`src/sv/assert_macros.svh`:
```
// Assertion macros shared by the literal range encoder RTL
`ifndef ASSERT_MACROS_SVH
`define ASSERT_MACROS_SVH
// condition implies consequence in the same cycle
`define LZR_ASSERT_NOW(lbl, cond, cons) \
  lbl: assert property (@(posedge clk) disable iff (!rst_n) (cond) |-> (cons)) \
    else $error("assertion failed");
// condition implies consequence in the next cycle
`define LZR_ASSERT_NEXT(lbl, cond, cons) \
  lbl: assert property (@(posedge clk) disable iff (!rst_n) (cond) |=> (cons)) \
    else $error("assertion failed");
`endif

```
`src/sv/lzr_pkg.sv`:
```
// Shared types and constants of the literal range encoder
package lzr_pkg;

  localparam logic [31:0] RANGE_TOP     = 32'h0100_0000;
  localparam logic [31:0] RANGE_INIT    = 32'hFFFF_FFFF;
  localparam logic [31:0] PEND_MAX      = 32'hFFFF_FFFF;
  localparam int          LIT_TREE_SIZE = 'h300;
  localparam logic [2:0]  FLUSH_LAST    = 3'd4;
  localparam logic [3:0]  MATCH_BIT     = 4'd8;
  localparam logic [7:0]  FILL_NO_CARRY = 8'hFF;
  localparam logic [7:0]  FILL_CARRY    = 8'h00;

  typedef struct packed {
    logic [7:0]  lead_byte;
    logic [7:0]  fill_byte;
    logic [31:0] fill_count;
  } res_t;

  typedef struct packed {
    res_t       res;
    logic       last_of_run;
  } out_beat_t;

  typedef struct packed {
    logic emit;
    logic close;
  } ostage_ctrl_t;

  typedef struct packed {
    logic stall;
  } ostage_stat_t;

endpackage

```
`src/sv/lzr_if.sv`:
```


interface lzr_out_if;
  logic        valid;
  logic        ready;
  logic [7:0]  lead_byte;
  logic [7:0]  fill_byte;
  logic [31:0] fill_count;
  logic        last_of_run;
  modport source (output valid, output lead_byte, output fill_byte, output fill_count,
                  output last_of_run, input ready);
  modport sink (input valid, input lead_byte, input fill_byte, input fill_count,
                input last_of_run, output ready);
endinterface

```
`src/sv/lzr_out_stage.sv`:
```
// Result staging: holds the newest result until the item's last one is known
module lzr_out_stage (
  input  logic                 clk,
  input  logic                 rst_n,
  input  lzr_pkg::ostage_ctrl_t ctrl,
  input  lzr_pkg::res_t        res,
  output lzr_pkg::ostage_stat_t stat,
  lzr_out_if.source            out_ch
);
  import lzr_pkg::*;

  logic      hold_v_r, hold_v_nxt;
  res_t      hold_r, hold_nxt;
  logic      out_v_r, out_v_nxt;
  out_beat_t out_r, out_nxt;
  logic      can_take;
  logic      stall;

  assign can_take = !out_v_r || out_ch.ready;
  assign stall    = (ctrl.emit || ctrl.close) && hold_v_r && !can_take;
  assign stat.stall = stall;

  always_comb begin
    hold_v_nxt = hold_v_r;
    hold_nxt   = hold_r;
    out_v_nxt  = out_v_r;
    out_nxt    = out_r;
    if (out_v_r && out_ch.ready) begin
      out_v_nxt = 1'b0;
    end
    if (!stall) begin
      if (ctrl.emit) begin
        if (hold_v_r) begin
          out_nxt   = '{res: hold_r, last_of_run: 1'b0};
          out_v_nxt = 1'b1;
        end
        hold_nxt   = res;
        hold_v_nxt = 1'b1;
      end else if (ctrl.close && hold_v_r) begin
        out_nxt    = '{res: hold_r, last_of_run: 1'b1};
        out_v_nxt  = 1'b1;
        hold_v_nxt = 1'b0;
      end
    end
  end

  always_ff @(posedge clk) begin
    if (!rst_n) begin
      hold_v_r <= 1'b0;
      out_v_r  <= 1'b0;
    end else begin
      hold_v_r <= hold_v_nxt;
      out_v_r  <= out_v_nxt;
    end
    hold_r <= hold_nxt;
    out_r  <= out_nxt;
  end

  assign out_ch.valid       = out_v_r;
  assign out_ch.lead_byte   = out_r.res.lead_byte;
  assign out_ch.fill_byte   = out_r.res.fill_byte;
  assign out_ch.fill_count  = out_r.res.fill_count;
  assign out_ch.last_of_run = out_r.last_of_run;
endmodule

```
`src/flat_wrapper.sv`:
```
// flat-port wrapper written by rule: the top's interface ports become plain ports
module lzr_out_stage_flat import lzr_pkg::*;
  (clk, rst_n, ctrl, res, stat, out_ch_valid, out_ch_lead_byte, out_ch_fill_byte, out_ch_fill_count, out_ch_last_of_run, out_ch_ready);
  lzr_out_if out_ch_i ();
  input  logic clk;
  input  logic rst_n;
  input  lzr_pkg::ostage_ctrl_t ctrl;
  input  lzr_pkg::res_t res;
  output lzr_pkg::ostage_stat_t stat;
  output wire logic [$bits(out_ch_i.valid)-1:0] out_ch_valid;
  output wire logic [$bits(out_ch_i.lead_byte)-1:0] out_ch_lead_byte;
  output wire logic [$bits(out_ch_i.fill_byte)-1:0] out_ch_fill_byte;
  output wire logic [$bits(out_ch_i.fill_count)-1:0] out_ch_fill_count;
  output wire logic [$bits(out_ch_i.last_of_run)-1:0] out_ch_last_of_run;
  input wire logic [$bits(out_ch_i.ready)-1:0] out_ch_ready;
  assign out_ch_valid = out_ch_i.valid;
  assign out_ch_lead_byte = out_ch_i.lead_byte;
  assign out_ch_fill_byte = out_ch_i.fill_byte;
  assign out_ch_fill_count = out_ch_i.fill_count;
  assign out_ch_last_of_run = out_ch_i.last_of_run;
  assign out_ch_i.ready = out_ch_ready;
  lzr_out_stage u_core (.clk(clk), .rst_n(rst_n), .ctrl(ctrl), .res(res), .stat(stat), .out_ch(out_ch_i));
endmodule
```
`config.mk`:
```
export PLATFORM = sky130hd
export DESIGN_NAME = lzr_out_stage_flat
export DESIGN_NICKNAME = d
export VERILOG_FILES = /design/src/sv/assert_macros.svh /design/src/sv/lzr_pkg.sv /design/src/sv/lzr_if.sv /design/src/sv/lzr_out_stage.sv /design/src/flat_wrapper.sv
export SDC_FILE = /design/constraint.sdc
export NUM_CORES = 1
export LEC_CHECK = 0
export ABC_AREA = 1
export BUFFER_PORTS_ARGS = -buffer_cell sky130_fd_sc_hd__buf_2
export CAP_MARGIN = 20
export CORE_ASPECT_RATIO = 0.6
export CORE_MARGIN = 8
export CORE_UTILIZATION = 44
export DETAILED_ROUTE_END_ITERATION = 12
export MAX_ROUTING_LAYER = met4
export PLACE_DENSITY = 0.83
export SYNTH_ARGS = -nofsm -noshare
export SYNTH_HDL_FRONTEND = slang
export SYNTH_SLANG_ARGS = --single-unit
```
`constraint.sdc`:
```
create_clock -name clk -period 3.5 [get_ports clk]
set_input_delay 0.7 -clock clk [delete_from_list [all_inputs] [get_ports clk]]
set_output_delay 0.7 -clock clk [all_outputs]
set_load 0.01 [all_outputs]
```
==> impl_metrics.ini <==
[run_status]
status = complete, no violations

[cts]
cts_buffers = 9
cts_tree = done
cts_max_level = 3
root_buffer = clkbuf_16
hold_buffers = 0
cts_resized = 0
clkLatencyLatePin_ns = 0.33
post_cts_buffers = 0
cts_sinks = 99
path_clk_slew_ns = 0.06
cts_max_path_buffers = 2

[logic_synthesis]
ys_seq_area_frac = 0.982
async_flop_share = 0
synth_area_per_cell_um2 = 27.1
ys_warn_count = 0
yosysUniqueCellTypes = 8
synth_largest_area_cell = edfxtp_1
synth_commonest_cells = 97 x edfxtp_1, 3 x inv_1, 3 x nand2_1
yosysMostFrequentCell = edfxtp_1
synth-seq-cells = 99
syn_nets = 164
synthCells = 111
synth.area.top_cells = edfxtp_1 97%, dfxtp_1 1.3%, inv_1 0.37%
synth-edff-count = 97
synth_top_area_share = 0.968
synth_ff_type = edfxtp_1
syn_area_um2 = 3010

[detailed_routing]
vias = 1409
viasPerCell = 4.44
route.detailed.drc = 0
drt_wl_total_mm = 5.40
drt_first_pass_iters = 4
first_iter_violations = 121
postRouteAntennaNets = 0
avgRoutedWirePerCell_um = 17.0

[sta]
fmax_ghz = 0.482
hold_viol_final = 0
slew_violations = 0
holdWs_ns = 0.417
skew_ns = 0.00830
worstMarginPinSlew_ns = 0.632
grt_setup_unrepaired = no
fin_crit_ns = 2.08
period_share = 0.593
maxSlewHeadroom = 0.578
tns_ns = 0
setup_viol = 0

[placed_design]
routabilityCongestion = 0.691
numPortBuffers = 103
dpl.hpwl_mm = 3.77

[critical_path]
reg2reg_from = u_core.hold_v_r$_SDFFE_PN0P_
end_kind = output pin
worstRegToRegCells = 4
ff2ff_setup_slack_ns = 1.77
crit_fanout = 3
start_kind = primary input
crit_type = primary input to output pin
cp.required_ns = 2.80
worstPathArrival_ns = 1.38
r2r_end = u_core.hold_r[46]$_DFFE_PP_

[die]
die_area_um2 = 9820
die_h_um = 80.0
initial_utilization = 0.452
ioPinCount = 104
die_x_um = 123
rows = 23
core_area_um2 = 6650

[layout]
n_fill_cell = 505
final_layout_size_suffix_gt1_frac = 0.530
regArea_um2 = 2950
syn_to_final_growth_pct = 31.2
antenna_cells = 0
multiInputGateArea_um2 = 58.8
num-nets-final = 280

[grt]
grt_max_degree = 50
antenna_found_initial = 0
grt_overflow = 0
grt_pass1_wl_mm = 7.73
grt_pass1_vias = 1510
track_usage = 0.114

[min_path]
worstHoldPathType = flop to flop
holdPathStages = 0
min_from = u_core.hold_r[9]$_DFFE_PP_
whs_endpoint = u_core.out_ch.fill_count[9]$_DFFE_PP_

[power]
total_leakage_power_nw = 1.52
p_per_area_nw_per_um2 = 615
ir_drop_uv = 310

[job]
drv_cap = 0
area by class of cell:
class | instances | area share
clock buffers | 10 | 0.0580
clock inverters | 4 | 0.0136
inverters | 3 | 0.00285
multi-input cells | 9 | 0.0149
flip-flops and latches | 99 | 0.748
well taps | 87 | 0.0276
repair buffers | 105 | 0.134
critical path: stages:
cell and delay, ns:
buf_2 0.10, inv_1 0.05, nand2_1 0.08, nor2_2 0.26
buf_2 0.19
layer usage:
layer / GRT usage / routed length (um)
met1: 0.136 / 2350
met2: 0.142 / 2100
met3: 0.0883 / 916
met4: 0.0363 / 31
met5: - / 0
sequential cells by signal, indices dropped and copies added (netlist names):
signal,count
u_core.hold_r,48
u_core.out_ch.fill_count,32
u_core.out_ch.fill_byte,8
u_core.out_ch.lead_byte,8
u_core.hold_v_r,1
u_core.out_ch.last_of_run,1
u_core.out_ch.valid,1
cell usage in the layout (no fill, tap or decap):
master	netlist	final
nor2_2	1	1
a21oi_1	2	2
buf_4	0	2
o21ai_2	1	1
buf_2	0	103
clkinvlp_4	0	2
nand2_1	3	3
clkbuf_16	0	9
edfxtp_1	97	97
nor2_4	0	2
dfxtp_1	2	2
clkbuf_1	0	1
clkinv_4	0	1
bufinv_16	0	1
inv_1	3	3
power breakdown:
part           total [W]  switching, W  leakage, nW  internal [W]
sequential       0.00139     0.0000145        0.943       0.00138
combinational   0.000105     0.0000636        0.451     0.0000415
clock           0.000932      0.000385        0.131      0.000547
worst max path at each step:
stage | cells past startpoint | to | startpoint | slack (ns)
finish | 5 | stat | out_ch_ready | 1.42
global route | 5 | stat | out_ch_ready | 1.37
CTS | 5 | stat | out_ch_ready | 1.43
detailed placement | 5 | u_core.hold_r[5]$_DFFE_PP_ | ctrl[1] | 1.13
global placement | 5 | u_core.hold_r[32]$_DFFE_PP_ | ctrl[1] | 1.22
floorplan | 3 | u_core.out_ch.fill_byte[0]$_DFFE_PP_ | ctrl[1] | 0.03
cell families after synthesis:
family | count (synthesis) | share of synthesized area
flip-flops | 99 | 0.982
AO/OA/AOI/OAI | 3 | 0.00624
AND/OR/NAND/NOR | 6 | 0.00832
buffers and inverters | 3 | 0.00374
stage by stage:
step                      worst slack [ns]  power [W]  instance area [um2]   util  std cells
after floorplan                     0.0313    0.00145                 3010      -        111
after global placement                1.22    0.00152                 3660  0.551        303
after detailed placement              1.13    0.00152                 3660  0.551        303
after CTS                             1.43    0.00245                 3950  0.593        317
after global routing                  1.37    0.00252                 3950  0.593        317
final                                 1.42    0.00243                 3950  0.593        317
(Power assumes the default switching activity.)
